File: src/sv/cfd_pkg.sv
// cfd_pkg: shared types and constants of the control frame deframer
// frame layout, register indexes, queue entry and held-value structs
// no dependencies
`default_nettype none

package cfd_pkg;

  // byte positions within a frame
  localparam int unsigned POS_W   = 5;
  localparam int unsigned IDX_W   = 4;
  localparam int unsigned PAYLOAD_LEN = 13;
  localparam logic [POS_W-1:0] POS_PAYLOAD = 5'd3;
  localparam logic [POS_W-1:0] POS_CHECK   = 5'd16;
  localparam logic [POS_W-1:0] POS_IDLE    = 5'd17;

  localparam int unsigned FAILSAFE_BIT = 1;

  // configuration register reset values
  localparam logic [15:0] RST_FAILSAFE_THR = 16'd1500;
  localparam logic [15:0] RST_AUX_OVERRIDE = 16'd1900;
  localparam logic [15:0] RST_AUX_NORMAL   = 16'd1100;

  localparam int unsigned CFG_IDX_W = 2;

  typedef enum logic [CFG_IDX_W-1:0] {
    REG_FAILSAFE_THR = 2'd0,
    REG_AUX_OVERRIDE = 2'd1,
    REG_AUX_NORMAL   = 2'd2
  } reg_idx_e;

  // queue between front and back
  localparam int unsigned QDEPTH = 2;
  localparam int unsigned QPTR_W = 1;
  localparam int unsigned QCNT_W = 2;

  typedef struct packed {
    logic [15:0] failsafe_thr;
    logic [15:0] aux_override;
    logic [15:0] aux_normal;
  } cfg_t;

  // one checked frame as classified by the front
  typedef struct packed {
    logic               ok;
    logic [15:0]        roll;
    logic [15:0]        pitch;
    logic [15:0]        yaw;
    logic [15:0]        throttle;
    logic signed [31:0] height;
    logic [7:0]         flags;
  } frame_t;

  // values held between frames
  typedef struct packed {
    logic [15:0]        roll;
    logic [15:0]        pitch;
    logic [15:0]        yaw;
    logic [15:0]        throttle;
    logic [15:0]        aux;
    logic signed [31:0] height;
    logic [7:0]         flags;
  } hold_t;

  typedef struct packed {
    logic valid;
    logic full;
  } q_stat_t;

endpackage

`default_nettype wire

File: src/sv/cfd_front.sv
// cfd_front: byte tracker of the control frame deframer
// counts frame positions, buffers payload bytes, runs the xor check
// depends on cfd_pkg
`default_nettype none

module cfd_front (
  input  wire logic                clk_i,
  input  wire logic                rst_ni,
  input  wire logic                byte_valid_i,
  input  wire logic [7:0]          byte_i,
  input  wire logic                start_i,
  output logic                     byte_ready_o,
  input  wire cfd_pkg::q_stat_t    q_stat_i,
  output logic                     push_o,
  output cfd_pkg::frame_t          entry_o
);

  logic [cfd_pkg::POS_W-1:0] pos_q, pos_d, pos_eff;
  logic [7:0]                xor_q, xor_d, xor_eff;
  logic [7:0]                frame_q [cfd_pkg::PAYLOAD_LEN];
  logic                      wr_en;
  logic [cfd_pkg::IDX_W-1:0] wr_idx;
  logic                      acc;

  assign byte_ready_o = !q_stat_i.full;
  assign acc          = byte_valid_i && byte_ready_o;
  assign wr_idx       = cfd_pkg::IDX_W'(pos_eff - cfd_pkg::POS_PAYLOAD);

  always_comb begin
    pos_eff = start_i ? '0 : pos_q;
    xor_eff = start_i ? '0 : xor_q;
    pos_d   = pos_q;
    xor_d   = xor_q;
    wr_en   = 1'b0;
    push_o  = 1'b0;
    if (acc) begin
      pos_d = pos_eff;
      xor_d = xor_eff;
      if (pos_eff >= cfd_pkg::POS_IDLE) begin
        // outside a frame: ignored
      end else if (pos_eff < cfd_pkg::POS_PAYLOAD) begin
        pos_d = pos_eff + 5'd1;
      end else if (pos_eff < cfd_pkg::POS_CHECK) begin
        wr_en = 1'b1;
        xor_d = xor_eff ^ byte_i;
        pos_d = pos_eff + 5'd1;
      end else begin
        push_o = 1'b1;
        pos_d  = cfd_pkg::POS_IDLE;
      end
    end
  end

  // check byte compared against the running xor of bytes 3 to 15
  always_comb begin
    entry_o.ok       = (xor_q == byte_i);
    entry_o.roll     = {frame_q[0], frame_q[1]};
    entry_o.pitch    = {frame_q[2], frame_q[3]};
    entry_o.yaw      = {frame_q[4], frame_q[5]};
    entry_o.throttle = {frame_q[6], frame_q[7]};
    entry_o.height   = {frame_q[11], frame_q[10], frame_q[9], frame_q[8]};
    entry_o.flags    = frame_q[12];
  end

  always_ff @(posedge clk_i or negedge rst_ni) begin
    if (!rst_ni) begin
      pos_q <= cfd_pkg::POS_IDLE;
      xor_q <= '0;
    end else begin
      pos_q <= pos_d;
      xor_q <= xor_d;
    end
  end

  always_ff @(posedge clk_i) begin
    if (wr_en) begin
      frame_q[wr_idx] <= byte_i;
    end
  end

endmodule

`default_nettype wire

File: src/sv/cfd_fifo.sv
// cfd_fifo: short queue of checked frames between front and back
// holds cfd_pkg::QDEPTH entries
// depends on cfd_pkg
`default_nettype none

module cfd_fifo (
  input  wire logic                clk_i,
  input  wire logic                rst_ni,
  input  wire logic                push_i,
  input  wire cfd_pkg::frame_t     entry_i,
  input  wire logic                pop_i,
  output cfd_pkg::frame_t          entry_o,
  output cfd_pkg::q_stat_t         stat_o
);

  cfd_pkg::frame_t            mem_q [cfd_pkg::QDEPTH];
  logic [cfd_pkg::QPTR_W-1:0] wr_ptr_q, rd_ptr_q;
  logic [cfd_pkg::QCNT_W-1:0] cnt_q, cnt_d;

  assign stat_o.valid = (cnt_q != '0);
  assign stat_o.full  = (cnt_q == cfd_pkg::QCNT_W'(cfd_pkg::QDEPTH));
  assign entry_o      = mem_q[rd_ptr_q];

  always_comb begin
    cnt_d = cnt_q;
    if (push_i && !pop_i) begin
      cnt_d = cnt_q + 1'b1;
    end else if (pop_i && !push_i) begin
      cnt_d = cnt_q - 1'b1;
    end
  end

  always_ff @(posedge clk_i or negedge rst_ni) begin
    if (!rst_ni) begin
      wr_ptr_q <= '0;
      rd_ptr_q <= '0;
      cnt_q    <= '0;
    end else begin
      cnt_q <= cnt_d;
      if (push_i) begin
        wr_ptr_q <= wr_ptr_q + 1'b1;
      end
      if (pop_i) begin
        rd_ptr_q <= rd_ptr_q + 1'b1;
      end
    end
  end

  always_ff @(posedge clk_i) begin
    if (push_i) begin
      mem_q[wr_ptr_q] <= entry_i;
    end
  end

endmodule

`default_nettype wire

File: src/sv/cfd_back.sv
// cfd_back: result stage of the control frame deframer
// updates the held command values and drives the output register
// depends on cfd_pkg
`default_nettype none

module cfd_back (
  input  wire logic                clk_i,
  input  wire logic                rst_ni,
  input  wire cfd_pkg::frame_t     entry_i,
  input  wire logic                q_valid_i,
  input  wire cfd_pkg::cfg_t       cfg_i,
  output logic                     pop_o,
  output logic                     out_valid_o,
  input  wire logic                out_ready_i,
  output logic                     out_ok_o,
  output cfd_pkg::hold_t           hold_o
);

  logic           valid_q, valid_d;
  logic           ok_q, ok_d;
  cfd_pkg::hold_t hold_q, hold_d;

  // the held values double as the output payload: they only move on a pop
  assign pop_o       = q_valid_i && (!valid_q || out_ready_i);
  assign out_valid_o = valid_q;
  assign out_ok_o    = ok_q;
  assign hold_o      = hold_q;

  always_comb begin
    valid_d = valid_q;
    ok_d    = ok_q;
    hold_d  = hold_q;
    if (pop_o) begin
      valid_d = 1'b1;
      ok_d    = entry_i.ok;
      if (entry_i.ok) begin
        hold_d.roll   = entry_i.roll;
        hold_d.pitch  = entry_i.pitch;
        hold_d.yaw    = entry_i.yaw;
        hold_d.height = entry_i.height;
        hold_d.flags  = entry_i.flags;
        if (entry_i.flags[cfd_pkg::FAILSAFE_BIT]) begin
          hold_d.throttle = cfg_i.failsafe_thr;
          hold_d.aux      = cfg_i.aux_override;
        end else begin
          hold_d.throttle = entry_i.throttle;
          hold_d.aux      = cfg_i.aux_normal;
        end
      end
    end else if (out_ready_i) begin
      valid_d = 1'b0;
    end
  end

  always_ff @(posedge clk_i or negedge rst_ni) begin
    if (!rst_ni) begin
      valid_q <= 1'b0;
      ok_q    <= 1'b0;
      hold_q  <= '0;
    end else begin
      valid_q <= valid_d;
      ok_q    <= ok_d;
      hold_q  <= hold_d;
    end
  end

endmodule

`default_nettype wire

File: src/sv/control_frame_deframer.sv
// control_frame_deframer: top level, 17-byte remote-control frame decoder
// instantiates cfd_front, cfd_fifo and cfd_back; depends on cfd_pkg
//
// usage:
//   s_axis carries one frame byte per word in tdata, tuser marks byte 0 of
//   a frame. bytes 3 to 15 are buffered and xor-checked against byte 16.
//   m_axis gives one word per frame, at its check byte: tuser says whether
//   the check matched, tdata carries the held commands (updated on a match,
//   unchanged otherwise). a start in mid-frame drops the partial frame;
//   bytes outside a frame are ignored.
//   config writes (cfg_we_i, cfg_idx_i, cfg_data_i) set failsafe throttle,
//   aux override and aux normal; they are meant for idle periods.
// throughput: one byte per cycle while the queue is not full. the front counts
//   positions, a two-entry queue holds checked frames, the back updates the held values.
// result path: the check byte writes its frame into the queue, and the back moves
//   it into the output register when that register is empty or being read.
// reset: position idle, held values zero, config back to 1500/1900/1100.
// stall: while m_axis is stalled the queue absorbs two frames beside the one
//   in the output register, then s_axis_tready drops until the word is taken.
`default_nettype none

module control_frame_deframer (
  input  wire logic                         clk_i,
  input  wire logic                         rst_ni,
  input  wire logic                         s_axis_tvalid,
  output logic                              s_axis_tready,
  input  wire logic [7:0]                   s_axis_tdata,  // data_byte
  input  wire logic                         s_axis_tuser,  // frame_start
  output logic                              m_axis_tvalid,
  input  wire logic                         m_axis_tready,
  // roll_cmd, pitch_cmd, yaw_cmd, throttle_cmd, aux_cmd, height_target, frame_flags
  output logic [119:0]                      m_axis_tdata,
  output logic                              m_axis_tuser,  // frame_ok
  input  wire logic                         cfg_we_i,
  input  wire logic [cfd_pkg::CFG_IDX_W-1:0] cfg_idx_i,
  input  wire logic [15:0]                  cfg_data_i
);

  cfd_pkg::cfg_t    cfg_q;
  cfd_pkg::q_stat_t q_stat;
  cfd_pkg::frame_t  push_entry, q_entry;
  cfd_pkg::hold_t   hold;
  logic             fifo_push, fifo_pop;

  always_ff @(posedge clk_i or negedge rst_ni) begin
    if (!rst_ni) begin
      cfg_q.failsafe_thr <= cfd_pkg::RST_FAILSAFE_THR;
      cfg_q.aux_override <= cfd_pkg::RST_AUX_OVERRIDE;
      cfg_q.aux_normal   <= cfd_pkg::RST_AUX_NORMAL;
    end else if (cfg_we_i) begin
      case (cfd_pkg::reg_idx_e'(cfg_idx_i))
        cfd_pkg::REG_FAILSAFE_THR: cfg_q.failsafe_thr <= cfg_data_i;
        cfd_pkg::REG_AUX_OVERRIDE: cfg_q.aux_override <= cfg_data_i;
        cfd_pkg::REG_AUX_NORMAL:   cfg_q.aux_normal   <= cfg_data_i;
        default: ;
      endcase
    end
  end

  cfd_front u_front (
    .clk_i        (clk_i),
    .rst_ni       (rst_ni),
    .byte_valid_i (s_axis_tvalid),
    .byte_i       (s_axis_tdata),
    .start_i      (s_axis_tuser),
    .byte_ready_o (s_axis_tready),
    .q_stat_i     (q_stat),
    .push_o       (fifo_push),
    .entry_o      (push_entry)
  );

  cfd_fifo u_fifo (
    .clk_i   (clk_i),
    .rst_ni  (rst_ni),
    .push_i  (fifo_push),
    .entry_i (push_entry),
    .pop_i   (fifo_pop),
    .entry_o (q_entry),
    .stat_o  (q_stat)
  );

  cfd_back u_back (
    .clk_i       (clk_i),
    .rst_ni      (rst_ni),
    .entry_i     (q_entry),
    .q_valid_i   (q_stat.valid),
    .cfg_i       (cfg_q),
    .pop_o       (fifo_pop),
    .out_valid_o (m_axis_tvalid),
    .out_ready_i (m_axis_tready),
    .out_ok_o    (m_axis_tuser),
    .hold_o      (hold)
  );

  assign m_axis_tdata = {hold.flags, hold.height, hold.aux, hold.throttle,
                         hold.yaw, hold.pitch, hold.roll};

  // queue never written while full
  a_no_push_full: assert property (@(posedge clk_i) disable iff (!rst_ni)
    fifo_push |-> !q_stat.full)
    else $error("frame pushed into full queue");

  // a failed check leaves the held values untouched
  a_fail_keeps_hold: assert property (@(posedge clk_i) disable iff (!rst_ni)
    (fifo_pop && !q_entry.ok) |=> $stable(m_axis_tdata))
    else $error("held values changed on failed check");

  // no result appears without a queued frame
  a_no_phantom: assert property (@(posedge clk_i) disable iff (!rst_ni)
    (!m_axis_tvalid && !q_stat.valid) |=> !m_axis_tvalid)
    else $error("result without a queued frame");

  // a result is flagged ok only when it came from a matching frame
  a_ok_from_entry: assert property (@(posedge clk_i) disable iff (!rst_ni)
    fifo_pop |=> (m_axis_tuser == $past(q_entry.ok)))
    else $error("frame_ok does not follow the queued frame");

endmodule

`default_nettype wire

File: config.mk
export PLATFORM = sky130hd
export DESIGN_NAME = control_frame_deframer
export DESIGN_NICKNAME = d
export VERILOG_FILES = /design/src/sv/cfd_pkg.sv /design/src/sv/cfd_front.sv /design/src/sv/cfd_fifo.sv /design/src/sv/cfd_back.sv /design/src/sv/control_frame_deframer.sv
export SDC_FILE = /design/constraint.sdc
export NUM_CORES = 1
export LEC_CHECK = 0
export BUFFER_PORTS_ARGS = -buffer_cell sky130_fd_sc_hd__buf_2
export CAP_MARGIN = 0
export CORE_ASPECT_RATIO = 1.2
export CORE_MARGIN = 4
export CORE_UTILIZATION = 60
export CTS_CLUSTER_SIZE = 30
export DETAILED_ROUTE_END_ITERATION = 16
export GPL_ROUTABILITY_DRIVEN = 0
export PLACE_DENSITY = 0.8
export SYNTH_ARGS = -nofsm -noshare
export SYNTH_HDL_FRONTEND = slang
export SYNTH_SLANG_ARGS = --single-unit
File: constraint.sdc
create_clock -name clk_i -period 19.68 [get_ports clk_i]
set_clock_uncertainty 0.05 [all_clocks]
set_input_delay 0.984 -clock clk_i [delete_from_list [all_inputs] [get_ports clk_i]]
set_output_delay 0.984 -clock clk_i [all_outputs]
set_load 0.01 [all_outputs]
# After elaboration in Yosys (flattened, before gate mapping)
# Memories as Yosys holds them, arrays and structs flattened.
# Index checks and enable logic that the tools add are counted.
# word_totals
ff_bits	187
word_cells	75
mem_bits_rw	314
mem_count	2
# mem_list
name	words	width	read_ports	rd_ports_with_merged_regs	wr	line_no	text
u_fifo.mem_q	2	105	1	0	1	cfd_fifo.sv:16	cfd_pkg::frame_t mem_q [cfd_pkg::QDEPTH];
u_front.frame_q	13	8	13	0	1	cfd_front.sv:20	logic [7:0] frame_q [cfd_pkg::PAYLOAD_LEN];
# op_classes
n_addsub	6
eq_ne	4
n_reduce_logical	17
muxes	25
bitwise	1
order_cmp	3
# ops
operator	n
32-bit two-way mux	1
8-bit two-way mux	4
5-bit two-way mux	4
1-bit two-way mux	14
8-bit == test	1
2-bit AND reduction	4
8-bit bitwise XOR	1
2-bit nonzero test	3
5-bit by 1-bit adder with 5-bit output (second input constant)	1
5-bit greater-or-equal comparator (second input constant)	1
5-bit by 2-bit less-than comparator with 1-bit output (second input constant)	1
5-bit less-than comparator (second input constant)	1
2-bit == test (second input constant)	2
1-bit logical AND	4
1-bit zero test	4
2-bit two-way mux	2
4-bit by 2-bit subtractor with 4-bit output (second input constant)	1
1-bit adder (second input constant)	2
2-bit by 1-bit adder with 2-bit output (second input constant)	1
2-bit by 1-bit == test with 1-bit output (second input constant)	1
2-bit zero test	1
2-bit by 1-bit subtractor with 2-bit output (second input constant)	1
1-bit logical OR	1

# Logic depth before layout (Yosys ltp)
# logic_depth
word_depth	10
ltp_mapped	10
mapped_depth_nobuf	8

# Modules after synthesis
# From an unflattened synthesis, not the netlist that was laid out.
# unflattened
hier_cells	975
hier_area_um2	19438.6
# modules_own_cells
mod	area_per_inst_um2	cells_each	n_inst	seq_area_each_um2
cfd_fifo	7925.1	343	1	6406.1
cfd_back	5439.0	296	1	3052.9
cfd_front	4236.6	234	1	3450.8
control_frame_deframer	1838.0	102	1	1223.7

# Worst setup path after synthesis
# No wires, ideal clock.
# synth_path
path_type	input-to-reg
from	input port s_axis_tuser
to	memory u_fifo.mem_q[0][0] (netlist bit) (enable)
n_path_buf	1
required_time_ps	19048
slack_ps	12416
t_arrival_ps	6631
stages	5
path_cell_list	clkbuf_1 > nand2b_1 > ha_1 > nor4_4 > nor2b_1
# synth_via
elab_chain_cells	8
elab_cells_between_ends	10
classes_between	3 x order compare; 7 x mux
# synth_lines
element	line_no	text
from (decl)	control_frame_deframer.sv:28	input wire logic s_axis_tuser,
5-bit two-way mux *	cfd_front.sv:30	pos_eff = start_i ? '0 : pos_q;
5-bit less-than comparator	cfd_front.sv:43	end else if (pos_eff < cfd_pkg::POS_CHECK) begin
1-bit two-way mux	cfd_front.sv:43	
1-bit two-way mux	cfd_front.sv:41	end else if (pos_eff < cfd_pkg::POS_PAYLOAD) begin
1-bit two-way mux *	cfd_front.sv:39	if (pos_eff >= cfd_pkg::POS_IDLE) begin
1-bit two-way mux *	cfd_front.sv:36	if (acc) begin
named net fifo_push	control_frame_deframer.sv:43	logic fifo_push, fifo_pop;
1-bit two-way mux *	cfd_fifo.sv:50	if (push_i) begin
1-bit two-way mux (implied by the code) *	cfd_fifo.sv:51	mem_q[wr_ptr_q] <= entry_i;
to (decl)	cfd_fifo.sv:16	
# The timed path passes the listed nets; every way through them passes the cells marked *.

# Final worst setup path
# layout_path
from	input port s_axis_tuser
to	memory u_fifo.mem_q[0][86] (netlist bit) (enable)
# Same word-level chain as after synthesis.

==> metrics.md <==
| Metric | Value |
|---|---|
| Kind of start point of the critical path | input pin |
| Post-synthesis async set-or-reset flop share | 37.3% |
| Count of filler cells inserted in the layout | 1893 |
| Die Span Y | 199 µm |
| Post-CTS setup buffers | 0 |
| Initial antenna violation count | 0 |
| Outcome | finished clean |
| Detailed-route wire length per cell | 19.8 µm |
| Area contributors post-synth | edfxtp_1 (52%), dfrtp_1 (23%), mux2i_1 (6.6%) |
| EDFF count, synth | 314 |
| Clock Pin Slew Worst Setup and Hold Paths | 60 ps |
| FMAX | 261 MHz |
| GR Layer Usage met2 | 35.0% |
| Cells on worst reg2reg path | 4 |
| Total wire length after detailed routing | 33800 µm |
| Htree depth | 2 |
| Routed via count | 9410 |
| Number of nets produced by synthesis | 1163 |
| Top Usage Layer GRT | met2 |
| CP Capture Type | register |
| Diodes inserted | 0 |
| Min-Delay Path Depth | 0 |
| Remaining routing DRC violations | 0 |
| Pwr dens | 137 mW/mm² |
| Type of the most critical hold path | register to register |
| Final-layout worst hold slack | 391 ps |
| Critical path data arrival time | 3940 ps |
| Worst-skew pair later-pin latency | 550 ps |
| Met3 usage | 3.44% |
| TritonCTS buffer count | 46 |
| Max-capacitance violation count | 0 |
| Critical Path Slowest Stage Cell | nor2b_4 |
| Largest area contributor in the netlist | edfxtp_1 |
| Drt initial violations | 890 |
| Area of the placeable core | 0.0298 mm² |
| Warnings, synthesis | 0 |
| Number of port buffers | 154 |
| Clock Tree Root | clkbuf_16 |
| Area growth, synth to finish | 13.8% |
| Global-route wire length before repair | 53200 µm |
| Largest net degree at the start of global routing | 114 |
| Fraction of synthesized cell area taken by the top area cell type | 51.7% |
| Final ANT Viol Nets | 0 |
| Relative slew margins | 31.8% |
| Number of nets in the final layout | 1323 |
| Number of buffers on the longest clock path | 3 |
| Final-report max-slew violation count | 0 |
| Starting Density | 61.2% |
| Commonest cells in the netlist | edfxtp_1 (314), dfrtp_1 (167), nand2_1 (164) |
| CP max stage delay | 900 ps |
| HPWL after detailed placement | 20500 µm |
| Remaining global-route overflow | 0 |
| Post-detailed-route via-to-cell ratio | 5.50 |
| Pin slew with the least headroom to its limit | 1020 ps |
| Sequence of cells on the critical path | buf_2, nand2b_1, ha_1, nor4_4, nor2b_4, buf_4 |
| Setup total negative slack | 0 ps |
| Largest driver fanout on the critical path | 71 |
| Number of failing hold endpoints at the final stage | 0 |
| RSZ-0062 raised after global routing | false |
| Post-synth design cell area | 0.0182 mm² |
| Required time of the critical path | 19790 ps |
| Portion of the clock cycle consumed by the worst path in the final layout | 19.4% |
| Hold buffer count at CTS | 0 |
| Minimum setup slack among reg-to-reg paths | 15950 ps |
| Horizontal die dimension | 167 µm |
| Cells after synthesis | 1124 |
| Number of synthesized register bits | 501 |
| Resize count post-CTS | 0 |
| Max IR drop VDD | 0.0863 mV |
| Worst setup path class | input pin to register |
| Row cnt | 69 |
| Met1 usage | 26.9% |
| Clock tree sinks | 501 |
| Via count of the first global-routing pass | 9640 |
| Number of top-level design ports | 155 |
| Ratio of cells with drive above 1 in the final layout | 23.2% |
| GRT Overall Usage | 20.3% |
| Final period demand of the worst path | 3830 ps |
| Most used standard cell by instance count after synthesis | edfxtp_1 |
| Area enclosed by the die boundary | 0.0333 mm² |
| Number of failing setup endpoints in the final timing report | 0 |
| Clock tree from TritonCTS | done |
| Fraction of the yosys area taken by sequential cells | 77.5% |
| Number of search-and-repair iterations in the first detailed-routing pass | 5 |
| Leakage | 8.29 nW |
| Prevailing post-synth register cell | edfxtp_1 |
| Average instance area after synthesis | 16.2 µm² |
| Number of distinct library cells after synthesis | 46 |
[sequential cells by signal, indices dropped and copies added (netlist names)]
signal / cells
cfg_q: 48
u_front.pos_q: 5
u_back.out_ok_o: 1
u_fifo.wr_ptr_q: 1
u_fifo.rd_ptr_q: 1
u_back.out_valid_o: 1
u_fifo.cnt_q: 2
u_fifo.mem_q: 210
u_back.hold_o: 120
u_front.xor_q: 8
u_front.frame_q: 104
[report_power, final]
part | switching, mW | total (mW) | leakage [nW] | internal, mW
Combinational | 0.354 | 0.607 | 2.50 | 0.253
Clock | 0.363 | 0.854 | 0.713 | 0.491
Sequential | 0.0999 | 1.38 | 5.08 | 1.28
Total | 0.817 | 2.84 | 8.29 | 2.03
[per-layer routing]
| layer | up-vias | wire [µm] | part of all wire (%) |
|---|---|---|---|
| met4 | 0 | 930 | 2.7 |
| met5 | - | 0 | 0 |
| met1 | 4701 | 14100 | 42 |
| li1 | 4401 | - | - |
| met2 | 245 | 17300 | 51 |
| met3 | 63 | 1500 | 4.4 |
[critical path, delay by kind of cell]
family                   cells  cell delay (ps)
adder cells (fa/ha/maj)      1              290
buffers and inverters        2             1030
AND/OR/NAND/NOR              3             1510
[kinds of logic (layout without fill, tap and decap cells)]
group	count (synthesis)	after routing	synth area share, %
AO/OA/AOI/OAI	159	159	4.58
flip-flops	501	501	77.5
AND/OR/NAND/NOR	207	207	4.84
multiplexers	170	170	9.69
buffers and inverters	59	257	1.88
XOR/XNOR	21	21	1.01
adder cells (fa/ha/maj)	7	7	0.480
[placed cells by master, fill, tap and decap left out, types with 3 or more instances in the layout]
cell	instances
o21ai_1	25
clkinv_2	6
clkbuf_16	49
o21ai_0	115
nor2b_1	3
mux2i_1	120
inv_1	6
nor2_1	16
nand2b_1	3
clkinv_1	9
mux2_2	48
dfstp_2	20
edfxtp_1	314
buf_2	153
nand4_1	3
ha_1	7
clkbuf_1	14
xnor2_1	10
a21oi_1	8
clkbuf_8	3
buf_4	10
dfrtp_1	166
nand2_1	164
xor2_1	11
nand3_1	4
[layout make-up]
type / count / area (µm²) / share of cell area [%]
Timing Repair Buffer: 164 / 855 / 4.12
Multi-Input combinational cell: 564 / 3790 / 18.3
Clock buffer: 65 / 1310 / 6.29
Inverter: 7 / 26.3 / 0.127
Tap cell: 390 / 488 / 2.35
Sequential cell: 501 / 14100 / 68.1
Clock inverter: 21 / 158 / 0.759
[stage by stage]
step / worst slack, ps / util [%] / area [µm²] / power (mW) / cells
detailed placement: 15260 / 64.8 / 19300 / 2.02 / 1626
global placement: 15390 / 64.8 / 19300 / 1.99 / 1626
CTS: 15830 / 69.7 / 20800 / 2.87 / 1712
global route: 15670 / 69.7 / 20800 / 2.99 / 1712
finish: 15850 / 69.7 / 20800 / 2.84 / 1712
floorplan: 12420 / - / 18200 / 1.77 / 1124
[final timing paths]
path / end / from
max: u_fifo.mem_q[0][86]$_DFFE_PP_ / s_axis_tuser
min reg2reg: u_fifo.mem_q[1][65]$_DFFE_PP_ / u_front.frame_q[4][1]$_DFFE_PP_
max reg2reg: u_fifo.mem_q[0][86]$_DFFE_PP_ / u_front.pos_q[2]$_DFFE_PN0P_
max in group asynchronous: u_fifo.rd_ptr_q$_DFFE_PN0P_ / rst_ni
min: u_fifo.mem_q[1][65]$_DFFE_PP_ / u_front.frame_q[4][1]$_DFFE_PP_
min in group asynchronous: cfg_q[28]$_DFFE_PN0P_ / rst_ni
Power figures use the tool's default switching activity.
